## src/rtl/xss_pkg.sv

```systemverilog
`timescale 1ns / 1ps
`default_nettype none
package xss_pkg;

  localparam int unsigned WORD_W      = 64;
  localparam int unsigned HALF_W      = WORD_W / 2;
  localparam int unsigned QUEUE_DEPTH = 2;

  localparam logic [WORD_W-1:0] XS_MULT = 64'h2545_f491_4f6c_dd1d;

  localparam int unsigned XS_SHIFT_A  = 12;
  localparam int unsigned XS_SHIFT_B  = 25;
  localparam int unsigned XS_SHIFT_C  = 27;
  localparam int unsigned FRAC24_SHR  = 40;
  localparam int unsigned FRAC53_SHR  = 11;

  typedef enum logic [1:0] {
    OP_RAW     = 2'd0,
    OP_FRAC24  = 2'd1,
    OP_FRAC53  = 2'd2,
    OP_BOUNDED = 2'd3
  } op_t;

  typedef enum logic [2:0] {
    JOB_RAW,
    JOB_FRAC24,
    JOB_FRAC53,
    JOB_BOUNDED,
    JOB_FULL_SPAN
  } job_kind_t;

  typedef enum logic [2:0] {
    BK_IDLE,
    BK_SHIFT,
    BK_MUL,
    BK_DIV,
    BK_FIN
  } bk_state_t;

  typedef struct packed {
    logic [1:0]               operation;
    logic signed [WORD_W-1:0] range_low;
    logic signed [WORD_W-1:0] range_high;
  } in_item_t;

  typedef struct packed {
    logic [WORD_W-1:0]        word;
    logic signed [WORD_W-1:0] bounded_value;
  } out_item_t;

  typedef struct packed {
    job_kind_t         kind;
    logic [WORD_W-1:0] lo;
    logic [WORD_W-1:0] span;
  } cmd_t;

  function automatic logic [WORD_W-1:0] xs_advance(input logic [WORD_W-1:0] s);
    logic [WORD_W-1:0] t;
    t = s ^ (s >> XS_SHIFT_A);
    t = t ^ (t << XS_SHIFT_B);
    t = t ^ (t >> XS_SHIFT_C);
    return t;
  endfunction

endpackage
`default_nettype wire

```

## src/rtl/xss_front.sv

```systemverilog
`timescale 1ns / 1ps
`default_nettype none
module xss_front import xss_pkg::*; (
  input  wire in_item_t push_data,
  input  wire logic     push,
  input  wire logic     q_full,
  output cmd_t          q_wr_data,
  output logic          q_wr
);

  logic [WORD_W-1:0] span;

  assign span = WORD_W'(push_data.range_high) - WORD_W'(push_data.range_low) + WORD_W'(1);

  always_comb begin
    q_wr_data.lo   = WORD_W'(push_data.range_low);
    q_wr_data.span = span;
    case (push_data.operation)
      OP_RAW:    q_wr_data.kind = JOB_RAW;
      OP_FRAC24: q_wr_data.kind = JOB_FRAC24;
      OP_FRAC53: q_wr_data.kind = JOB_FRAC53;
      OP_BOUNDED: begin
        // span wrapped to zero: whole 64-bit range, no draw
        q_wr_data.kind = (span == '0) ? JOB_FULL_SPAN : JOB_BOUNDED;
      end
      default:   q_wr_data.kind = JOB_RAW;
    endcase
  end

  assign q_wr = push & ~q_full;

endmodule
`default_nettype wire

```

## src/rtl/xss_queue.sv

```systemverilog
`timescale 1ns / 1ps
`default_nettype none
module xss_queue import xss_pkg::*; (
  input  wire logic clk,
  input  wire logic rst_n,
  input  wire logic wr,
  input  wire cmd_t wr_data,
  output logic      full,
  input  wire logic rd,
  output logic      rd_valid,
  output cmd_t      rd_data
);

  localparam int unsigned PTR_W = (QUEUE_DEPTH > 1) ? $clog2(QUEUE_DEPTH) : 1;
  localparam int unsigned CNT_W = $clog2(QUEUE_DEPTH + 1);

  cmd_t             slot_r [QUEUE_DEPTH];
  logic [PTR_W-1:0] wr_ptr_r, wr_ptr_nxt;
  logic [PTR_W-1:0] rd_ptr_r, rd_ptr_nxt;
  logic [CNT_W-1:0] count_r, count_nxt;
  logic             do_wr, do_rd;

  assign full     = (count_r == CNT_W'(QUEUE_DEPTH));
  assign rd_valid = (count_r != '0);
  assign rd_data  = slot_r[rd_ptr_r];
  assign do_wr    = wr & ~full;
  assign do_rd    = rd & rd_valid;

  always_comb begin
    wr_ptr_nxt = wr_ptr_r;
    rd_ptr_nxt = rd_ptr_r;
    count_nxt  = count_r;
    if (do_wr) begin
      wr_ptr_nxt = (wr_ptr_r == PTR_W'(QUEUE_DEPTH - 1)) ? '0 : wr_ptr_r + PTR_W'(1);
    end
    if (do_rd) begin
      rd_ptr_nxt = (rd_ptr_r == PTR_W'(QUEUE_DEPTH - 1)) ? '0 : rd_ptr_r + PTR_W'(1);
    end
    if (do_wr && !do_rd) begin
      count_nxt = count_r + CNT_W'(1);
    end else if (do_rd && !do_wr) begin
      count_nxt = count_r - CNT_W'(1);
    end
  end

  always_ff @(posedge clk) begin
    if (!rst_n) begin
      wr_ptr_r <= '0;
      rd_ptr_r <= '0;
      count_r  <= '0;
    end else begin
      wr_ptr_r <= wr_ptr_nxt;
      rd_ptr_r <= rd_ptr_nxt;
      count_r  <= count_nxt;
    end
  end

  always_ff @(posedge clk) begin
    if (do_wr) begin
      slot_r[wr_ptr_r] <= wr_data;
    end
  end

endmodule
`default_nettype wire

```

## src/rtl/xss_back.sv

```systemverilog
`timescale 1ns / 1ps
`default_nettype none
module xss_back import xss_pkg::*; (
  input  wire logic              clk,
  input  wire logic              rst_n,
  input  wire logic              cfg_valid,
  output logic                   cfg_ready,
  input  wire logic [WORD_W-1:0] cfg_seed,
  input  wire logic              q_valid,
  input  wire cmd_t              q_data,
  output logic                   q_rd,
  output logic                   out_valid,
  output out_item_t              out_item,
  input  wire logic              out_take
);

  localparam int unsigned CNT_W = $clog2(WORD_W);

  bk_state_t              fsm_r, fsm_nxt;
  logic [WORD_W-1:0]      gen_r;
  cmd_t                   job_r;
  logic [WORD_W-1:0]      acc_r;
  logic [WORD_W-1:0]      prod_r;
  logic [1:0]             step_r;
  logic [CNT_W-1:0]       cnt_r;
  logic [WORD_W-1:0]      rem_r;
  logic                   out_valid_r;
  out_item_t              out_r;

  logic                   cfg_take;
  logic                   start;
  logic                   load_out;
  logic                   slot_free;
  logic [HALF_W-1:0]      mul_a, mul_b;
  logic [WORD_W:0]        div_sh;
  logic [WORD_W:0]        div_diff;
  out_item_t              result;

  assign slot_free = ~out_valid_r | out_take;
  assign out_valid = out_valid_r;
  assign out_item  = out_r;

  // next state
  always_comb begin
    fsm_nxt = fsm_r;
    case (fsm_r)
      BK_IDLE: begin
        if (q_valid) begin
          fsm_nxt = (q_data.kind == JOB_FULL_SPAN) ? BK_FIN : BK_SHIFT;
        end
      end
      BK_SHIFT: fsm_nxt = BK_MUL;
      BK_MUL: begin
        if (step_r == 2'd3) begin
          fsm_nxt = (job_r.kind == JOB_BOUNDED) ? BK_DIV : BK_FIN;
        end
      end
      BK_DIV: begin
        if (cnt_r == CNT_W'(WORD_W - 1)) begin
          fsm_nxt = BK_FIN;
        end
      end
      BK_FIN: begin
        if (slot_free) begin
          fsm_nxt = BK_IDLE;
        end
      end
      default: fsm_nxt = BK_IDLE;
    endcase
  end

  // control outputs
  always_comb begin
    cfg_ready = 1'b0;
    start     = 1'b0;
    load_out  = 1'b0;
    case (fsm_r)
      BK_IDLE: begin
        cfg_ready = 1'b1;
        start     = q_valid;
      end
      BK_FIN:  load_out = slot_free;
      default: begin
        cfg_ready = 1'b0;
      end
    endcase
  end

  assign q_rd     = start;
  assign cfg_take = cfg_valid & cfg_ready;

  // shared 32x32 multiplier: low*low, high*low, low*high
  always_comb begin
    case (step_r)
      2'd0: begin
        mul_a = gen_r[HALF_W-1:0];
        mul_b = XS_MULT[HALF_W-1:0];
      end
      2'd1: begin
        mul_a = gen_r[WORD_W-1:HALF_W];
        mul_b = XS_MULT[HALF_W-1:0];
      end
      default: begin
        mul_a = gen_r[HALF_W-1:0];
        mul_b = XS_MULT[WORD_W-1:HALF_W];
      end
    endcase
  end

  assign div_sh   = {rem_r, acc_r[WORD_W-1]};
  assign div_diff = div_sh - {1'b0, job_r.span};

  always_comb begin
    result.word          = '0;
    result.bounded_value = '0;
    case (job_r.kind)
      JOB_RAW:       result.word = acc_r;
      JOB_FRAC24:    result.word = acc_r >> FRAC24_SHR;
      JOB_FRAC53:    result.word = acc_r >> FRAC53_SHR;
      JOB_BOUNDED:   result.bounded_value = job_r.lo + rem_r;
      JOB_FULL_SPAN: result.bounded_value = job_r.lo;
      default:       result.word = '0;
    endcase
  end

  always_ff @(posedge clk) begin
    if (!rst_n) begin
      fsm_r       <= BK_IDLE;
      gen_r       <= WORD_W'(1);
      out_valid_r <= 1'b0;
    end else begin
      fsm_r <= fsm_nxt;
      if (cfg_take) begin
        gen_r <= (cfg_seed != '0) ? cfg_seed : WORD_W'(1);
      end else if (fsm_r == BK_SHIFT) begin
        gen_r <= xs_advance(gen_r);
      end
      if (load_out) begin
        out_valid_r <= 1'b1;
      end else if (out_take) begin
        out_valid_r <= 1'b0;
      end
    end
  end

  always_ff @(posedge clk) begin
    if (start) begin
      job_r <= q_data;
    end
    if (load_out) begin
      out_r <= result;
    end
    case (fsm_r)
      BK_SHIFT: begin
        step_r <= 2'd0;
      end
      BK_MUL: begin
        prod_r <= WORD_W'(mul_a) * WORD_W'(mul_b);
        step_r <= step_r + 2'd1;
        // only the low half of each cross product reaches the word
        if (step_r == 2'd1) begin
          acc_r <= prod_r;
        end else if (step_r != 2'd0) begin
          acc_r <= acc_r + {prod_r[HALF_W-1:0], {HALF_W{1'b0}}};
        end
        cnt_r <= '0;
        rem_r <= '0;
      end
      BK_DIV: begin
        // restoring step: one dividend bit per cycle
        cnt_r <= cnt_r + CNT_W'(1);
        acc_r <= acc_r << 1;
        if (!div_diff[WORD_W]) begin
          rem_r <= div_diff[WORD_W-1:0];
        end else begin
          rem_r <= div_sh[WORD_W-1:0];
        end
      end
      default: begin
        cnt_r <= cnt_r;
      end
    endcase
  end

`ifndef SYNTH
  a_gen_nonzero: assert property (@(posedge clk) disable iff (!rst_n)
    gen_r != '0)
    else $error("generator state reached zero");

  a_rem_below_span: assert property (@(posedge clk) disable iff (!rst_n)
    (fsm_r == BK_DIV) |-> (rem_r < job_r.span))
    else $error("remainder not below span");

  a_no_overwrite: assert property (@(posedge clk) disable iff (!rst_n)
    (out_valid_r && !out_take) |=> ($stable(out_r) && out_valid_r))
    else $error("waiting result overwritten or lost");

  a_pop_only_idle: assert property (@(posedge clk) disable iff (!rst_n)
    q_rd |-> (fsm_r == BK_IDLE && q_valid))
    else $error("queue read outside idle");

  a_full_span_no_advance: assert property (@(posedge clk) disable iff (!rst_n)
    (start && q_data.kind == JOB_FULL_SPAN && !cfg_take) |=> $stable(gen_r))
    else $error("full span request advanced state");
`endif

endmodule
`default_nettype wire

```

## src/rtl/xorshift_star_random_generator_core.sv

```systemverilog
`timescale 1ns / 1ps
`default_nettype none
// Channel  | Handshake           | Payload
// ---------+---------------------+----------------------------------------
// input    | push / full         | in_data  (operation, range_low, range_high)
// result   | pop / empty         | out_data (word, bounded_value)
// config   | cfg_valid/cfg_ready | cfg_seed (reloads state, zero becomes one)
//
// Raw and fraction requests pass through the back end as pop, state advance, four
// steps of the shared 32x32 multiplier, result load. Bounded requests add the
// one-bit-per-cycle restoring remainder unit; full-range goes from pop to load.
// A two-entry request queue sits between front and back, so requests keep arriving
// while a result waits on the output register; full rises only when the queue fills.
// Synchronous active-low reset returns the state to one; no clearing pass.
module xorshift_star_random_generator_core import xss_pkg::*; (
  input  wire logic              clk,
  input  wire logic              rst_n,
  input  wire logic              push,
  output logic                   full,
  input  wire in_item_t          in_data,
  output logic                   empty,
  input  wire logic              pop,
  output out_item_t              out_data,
  input  wire logic              cfg_valid,
  output logic                   cfg_ready,
  input  wire logic [WORD_W-1:0] cfg_seed
);

  cmd_t q_wr_data;
  logic q_wr;
  logic q_full;
  logic q_rd;
  logic q_valid;
  cmd_t q_rd_data;
  logic out_valid;

  assign full  = q_full;
  assign empty = ~out_valid;

  xss_front u_front (
    .push_data (in_data),
    .push      (push),
    .q_full    (q_full),
    .q_wr_data (q_wr_data),
    .q_wr      (q_wr)
  );

  xss_queue u_queue (
    .clk      (clk),
    .rst_n    (rst_n),
    .wr       (q_wr),
    .wr_data  (q_wr_data),
    .full     (q_full),
    .rd       (q_rd),
    .rd_valid (q_valid),
    .rd_data  (q_rd_data)
  );

  xss_back u_back (
    .clk       (clk),
    .rst_n     (rst_n),
    .cfg_valid (cfg_valid),
    .cfg_ready (cfg_ready),
    .cfg_seed  (cfg_seed),
    .q_valid   (q_valid),
    .q_data    (q_rd_data),
    .q_rd      (q_rd),
    .out_valid (out_valid),
    .out_item  (out_data),
    .out_take  (pop)
  );

endmodule
`default_nettype wire

```

## config.mk

```make
export PLATFORM = sky130hd
export DESIGN_NAME = xorshift_star_random_generator_core
export DESIGN_NICKNAME = d
export VERILOG_FILES = /design/src/rtl/xss_pkg.sv /design/src/rtl/xss_front.sv /design/src/rtl/xss_queue.sv /design/src/rtl/xss_back.sv /design/src/rtl/xorshift_star_random_generator_core.sv
export SDC_FILE = /design/constraint.sdc
export NUM_CORES = 2
export LEC_CHECK = 0
export ABC_AREA = 0
export BUFFER_PORTS_ARGS = -buffer_cell sky130_fd_sc_hd__buf_2
export CORE_MARGIN = 10
export CORE_UTILIZATION = 48
export CTS_CLUSTER_SIZE = 28
export DETAILED_ROUTE_END_ITERATION = 16
export GPL_ROUTABILITY_DRIVEN = 0
export PLACE_DENSITY_LB_ADDON = 0.08
export RECOVER_POWER = 25
export SYNTH_ARGS = -nofsm -noshare
export SYNTH_HDL_FRONTEND = slang
export SYNTH_SLANG_ARGS = --single-unit
```

## constraint.sdc

```tcl
create_clock -name clk -period 13.7 [get_ports clk]
set_input_delay 1.37 -clock clk [delete_from_list [all_inputs] [get_ports clk]]
set_output_delay 1.37 -clock clk [all_outputs]
set_load 0.005 [all_outputs]
```

======== Yosys cells after proc, flatten, opt, wreduce, memory -nomap -nowiden ========
Memory sizes are Yosys's and may differ from the RTL's. A register that Yosys moved wholly into a read port is not among the register bits.
Index checks and enable logic that the tools add are counted.
Widths: inputs -> output; s select.
storage, ports and cells
  flip-flop bits (word level) ............. 531
  RAM bits ................................ 262
  input port bits ......................... 199
  output and inout bits ................... 131
  word-level logic and storage cells ...... 116
  memories ................................ 1
operators by class
  $add $sub $neg .......................... 11
  multiply operators ...................... 1
  eq/ne operators ......................... 21
  mux-type cells .......................... 36
  bitwise logic cells ..................... 10
  reductions and logical operators ........ 20
memories
  name            words  bits a word  rd ports  clocked after Yosys merged registers in  write ports  RTL line         text
  u_queue.slot_r  2      131          1         1                                        1            xss_queue.sv:17  cmd_t slot_r [QUEUE_DEPTH];
operator list
  operator               number
  $mux 64                6
  $pmux 64 s2            3
  $pmux 64 s3            1
  $add 64x64->64         2
  $sub 65x64->65         1
  $add 64x2->64 const B  1
  $logic_not 64->1       1
  $reduce_bool 64->1     1
  $sub 64x64->64         1
  $xor 64x37->64         1
  $xor 64x52->64         1
  $xor 64x64->64         1
  $mul 32x31->63         1
  $mux 32                1
  $mux 31                1
  $mux 3                 7
  $pmux 3 s5             1
  $reduce_bool 2->1      7
  $eq 3x2->1 const B     4
  $pmux 3 s4             1
  $pmux 6 s2             1
  $mux 1                 11
  $eq 3x3->1 const B     3
  $eq 2x2->1 const B     4
  other kinds (21)       37

======== Logic depth before layout (Yosys ltp) ========
  word-level depth ........................ 8
  depth in mapped cells ................... 38
  gate-level depth less buffers ........... 34

======== Cells and area by module ========
A second synthesis with hierarchy kept.
second synthesis, totals
  cell total of the unflattened synthesis .. 7,071
  area total of the unflattened synthesis .. 71,350.9 sq um
by module, submodules not included
  module                               times used  cells each  area an instance (sq um)  sequential area each (sq um)
  xss_back                             1           5,737       55,204.2                  15,144.5
  xss_queue                            1           433         10,064.7                  7,967.6
  xss_front                            1           900         6,078.3                   0.0
  xorshift_star_random_generator_core  1           1           3.8                       0.0

======== Least setup slack after synthesis ========
OpenSTA, ideal clock, no wires.
  kind .................................... register to register
  from .................................... register u_back.step_r[1]
  to ...................................... register u_back.prod_r[59] (data pin)
  setup time .............................. 259 ps
  arrival ................................. 9,338 ps
  required time ........................... 13,441 ps
  setup slack ............................. 4,103 ps
  stages on the path, launching flop included .. 36
  path buffers ............................ 4
  period minus slack after synthesis ...... 9,597 ps
  cell sequence ........................... edfxtp_1 > inv_1 > ha_1 > clkbuf_1 > clkbuf_1 > buf_1 > clkbuf_1 > mux2i_1 > nor2_1 > inv_1 > fa_1 > inv_1 > fa_1 > fa_1 > inv_1 > fa_1 > inv_1 > fa_1 > fa_1 > fa_1 > inv_1 > fa_1 > inv_1 > ha_1 > inv_1 > o21bai_1 > a21o_1 > a221oi_1 > nand2_1 > o211ai_1 > a21oi_1 > nand2b_1 > a221o_1 > a21o_1 > a21oi_1 > xnor2_1
on the way
  cells in the longest elaborated chain, start to end .. 4
  elaborated cells between the ends (all ways) .. 6
  those cells by class .................... mul (1); eq/ne (1); mux (2); reduce/logical (2)
ends and longest elaborated chain
  element                                        RTL line         text
  start: declaration                             xss_back.sv:24   logic [1:0] step_r;
  start signal: assignment                       xss_back.sv:159  step_r <= step_r + 2'd1;
  $eq 2x1->1 or $logic_not 2->1 (tied branches)  xss_back.sv:94   case (step_r)
  $reduce_or 2->1 (no line)                      n/a
  $mux 31                                        xss_back.sv:94
  $mul 32x31->63 (*)                             xss_back.sv:158  prod_r <= WORD_W'(mul_a) * WORD_W'(mul_b);
  end signal: assignment                         xss_back.sv:158
  end: declaration                               xss_back.sv:23   logic [WORD_W-1:0] prod_r;
Every way passes the cells marked *; elsewhere a longest branch is shown, timed or not.
A chain may end at the register's enable or synchronous reset.

======== Worst setup path in the final report ========
  from .................................... register u_back.step_r[1]
  to ...................................... register u_back.prod_r[60] (data pin)
Same word-level chain as after synthesis.

==> out/results.md <==
## Clock network
- number of cells upsized or downsized after cts: 0
- clk slew on worst S/H paths: 0.06 ns
- TritonCTS clock tree: yes
- hold buffer count at cts: 0
- Sinks on Clock Net: 793
- number of buffers created by CTS: 91
- post-CTS setup buffer count: 0
- Longest Clk Path Bufs: 3
- Clk Tree Root Cell: clkbuf_16
- insertion delay to the later sink of the worst-skew pair: 0.73 ns
- number of H-tree branching levels: 3

## Logic synthesis
- Yosys warning count: 0
- Post-synth ARST share: 0
- Mapped Avg Cell Area: 10.17 µm²
- portion of synthesized cell area occupied by the leading cell type: 0.3134
- register bit total from synthesis: 793
- ys flop type: edfxtp_1
- cell types with the largest area share after synthesis: edfxtp_1 (31%), fa_1 (17%), ha_1 (12%)
- share of synthesized area occupied by flip-flops and latches: 0.3346
- dominant cell type by area after synthesis: edfxtp_1
- number of flops mapped to enable cells by yosys: 720
- cells after synthesis: 6785
- number of distinct standard cells referenced by the synthesized netlist: 80
- combined area of all synthesized cells: 68980 µm²

## Place
- placed wire-length estimate: 170200 µm
- instance count after placement with tap cells included: 8846
- placed cell areas: 72680 µm²
- buffers added on ports: 329

## Worst setup path
- category of cells accounting for the largest share of critical-path delay: adder cells
- Buf/Inv on CP: 5
- slowest stage cell, crit path: ha_1
- cell occurring most often along the worst timing path: fa_1
- category of the most critical setup path: reg -> reg
- worst endpoint required time: 14.14 ns
- endpoint arrival time on the critical path: 11.98 ns
- nature of the critical path startpoint: flip-flop
- maximum single-stage delay on the critical path: 1.50 ns
- crit-path max FO: 57
- category of the worst setup path capture point: flip-flop

## Run status
- run status: complete, but fails checks
- failing checks: max-capacitance violations, max-slew violations

## STA
- final critical-path required period: 11.54 ns
- Final Hold Violating Endpoints: 0
- RSZ-0062 raised after global routing: false
- Setup TNS: 0 ns
- Max Clock Freq: 86.63 MHz
- worst slew margin relative to its limit: -3.598
- transition time at the pin with the least slew margin: 6.897 ns
- worst clock skew: 0.04204 ns
- setup violators final: 0
- final clock period utilization by the worst path: 0.8426
- Max Transition Viols Final: 285

## Die
- number of top-level pins: 330
- y dimension of the die: 399.1 µm
- Die Width: 399.1 µm
- die area: 159300 µm²
- core footprint: 143100 µm²
- Starting Density: 0.4820
- Placement Rows: 139

## Drt
- wirelength, routed: 211300 µm
- vias: 51340
- number of detailed-routing iterations run before antenna repair: 8
- drc violations: 0
- routed length per placed instance: 23.43 µm
- number of vias per cell after detailed routing: 5.693
- DRT iter0 DRCs: 5429
- number of nets with antenna violations after routing: 0

## Run
- max-capacitance violation count: 5

## Global route
- global route total overflow: 0
- number of global-route vias before repair: 50160
- GRT Resource Usage Total: 0.2578
- initial antenna violation count: 7
- pin count of the biggest net entering global routing: 111
- wire length of the first global-routing pass: 312100 µm

## Hold path
- worst min-delay path category: reg -> reg

## Layout
- fin cells: 9017
- nets: 8488
- final core utilization: 0.5288
- ratio of cells with drive above 1 in the final layout: 0.08716
- Area Overhead vs Synth: 9.723%
- post-route design area: 75690 µm²

[logic make-up (layout without fill, tap and decap cells)]
| kind of cell | after synthesis | in the layout | share of synthesized area |
|---|---|---|---|
| AOI/OAI and AO/OA | 1338 | 1338 | 0.1208 |
| adders and majority gates | 1253 | 1253 | 0.2902 |
| muxes | 200 | 200 | 0.03169 |
| buffers and inverters | 1253 | 1552 | 0.06840 |
| other | 2 | 32 | 0.0001089 |
| and+or+nand+nor | 1535 | 1535 | 0.1021 |
| xor gates and xnor gates | 411 | 411 | 0.05218 |
| DFF | 793 | 793 | 0.3346 |
[flip-flops by register name, indices dropped and copies added (netlist names), named ones only]
name / count
u_back.job_r: 131
u_back.out_item: 128
u_queue.slot_r: 262
u_back.cnt_r: 6
u_queue.wr_ptr_r: 1
u_queue.count_r: 2
u_back.fsm_r: 3
u_back.step_r: 2
u_back.prod_r: 63
u_back.out_valid: 1
u_back.rem_r: 64
u_back.acc_r: 64
u_back.gen_r: 64
u_queue.rd_ptr_r: 1
[worst paths after layout]
check | depth (start not counted) | from | slack (ns) | to
setup / recovery | 31 | u_back.step_r[1] | 2.16 | u_back.prod_r[60]
hold / removal | 1 | u_queue.slot_r[1][39] | 0.53 | u_back.job_r[39]
hold reg to reg | 1 | u_queue.slot_r[1][39] | 0.53 | u_back.job_r[39]
setup reg to reg | 31 | u_back.step_r[1] | 2.16 | u_back.prod_r[60]
[layer usage]
metal,GRT usage,vias up,part of all wire
met1,0.3807,25220,0.45
met3,0.05302,299,0.088
met4,0.06983,2,0.027
met2,0.3827,2098,0.43
met5,0,-,0.00063
li1,-,23720,-
[layout make-up]
cell class	count	area, µm²
antenna	1	2.502
clock buffer	107	2397
clock inverter	63	758.2
fill	13030	67440
inverter	1001	3764
multi-input combinational	4768	41370
sequential	793	23080
tap	1903	2381
timing repair buffer	381	1938
[per-stage QoR]
step                      setup WS, ns  hold WS [ns]
after global placement           3.297        0.5064
after detailed placement         3.195        0.5171
after global routing             1.333        0.5391
after CTS                        3.153        0.5226
final                            2.157        0.5287
after floorplan                  4.103        0.4830
[cells in the mapped netlist, types with 8 or more instances]
cell and number:
inv_1 996, edfxtp_1 720, ha_1 675, fa_1 578
nand2_1 551, a21oi_1 492, nor2_1 412, o21ai_0 305
xnor2_1 275, clkbuf_1 228, a21o_1 150, mux2_2 147
xor2_1 136, nand3_1 135, dfxtp_1 73, nor3_1 70
nand4_1 65, mux2i_1 53, and2_1 52, o21bai_1 51
or3_1 47, a31oi_1 39, a22o_1 37, and3_1 37
nor2b_1 37, o211a_1 37, a211oi_1 35, nor4_1 35
nand2b_1 29, o21a_1 28, o221ai_1 22, buf_1 17
a21boi_0 16, o211ai_1 16, or2_2 15, a221o_1 12
and4_1 12, o31ai_1 12, a211o_1 10, a311oi_1 10
nand3b_1 10, a41oi_1 9, or4_1 9, a221oi_1 8
[cells in the final DEF, fill, tap and decap left out, types with 22 or more instances in the layout]
master,count
a22o_1,37
nand4_1,65
nor2b_1,36
fa_1,578
clkbuf_16,91
clkbuf_1,79
dfxtp_1,73
nor4_1,35
xor2_1,135
edfxtp_1,720
buf_4,47
buf_2,265
o221ai_1,22
a211oi_1,35
nand2b_1,29
and3_1,37
o21ai_0,305
nor2_1,411
inv_1,993
conb_1,31
o21bai_1,51
o21a_1,28
a21oi_1,491
or3_1,47
mux2i_1,53
xnor2_1,274
nand3_1,135
a21o_1,150
a31oi_1,39
and2_1,41
o211a_1,37
nor3_1,69
ha_1,675
nand2_1,548
mux2_2,115
mux2_1,32
Power is left out: the tool's default activity adds up to more than one toggle a clock period on the data nets, which glitch-free logic cannot reach.
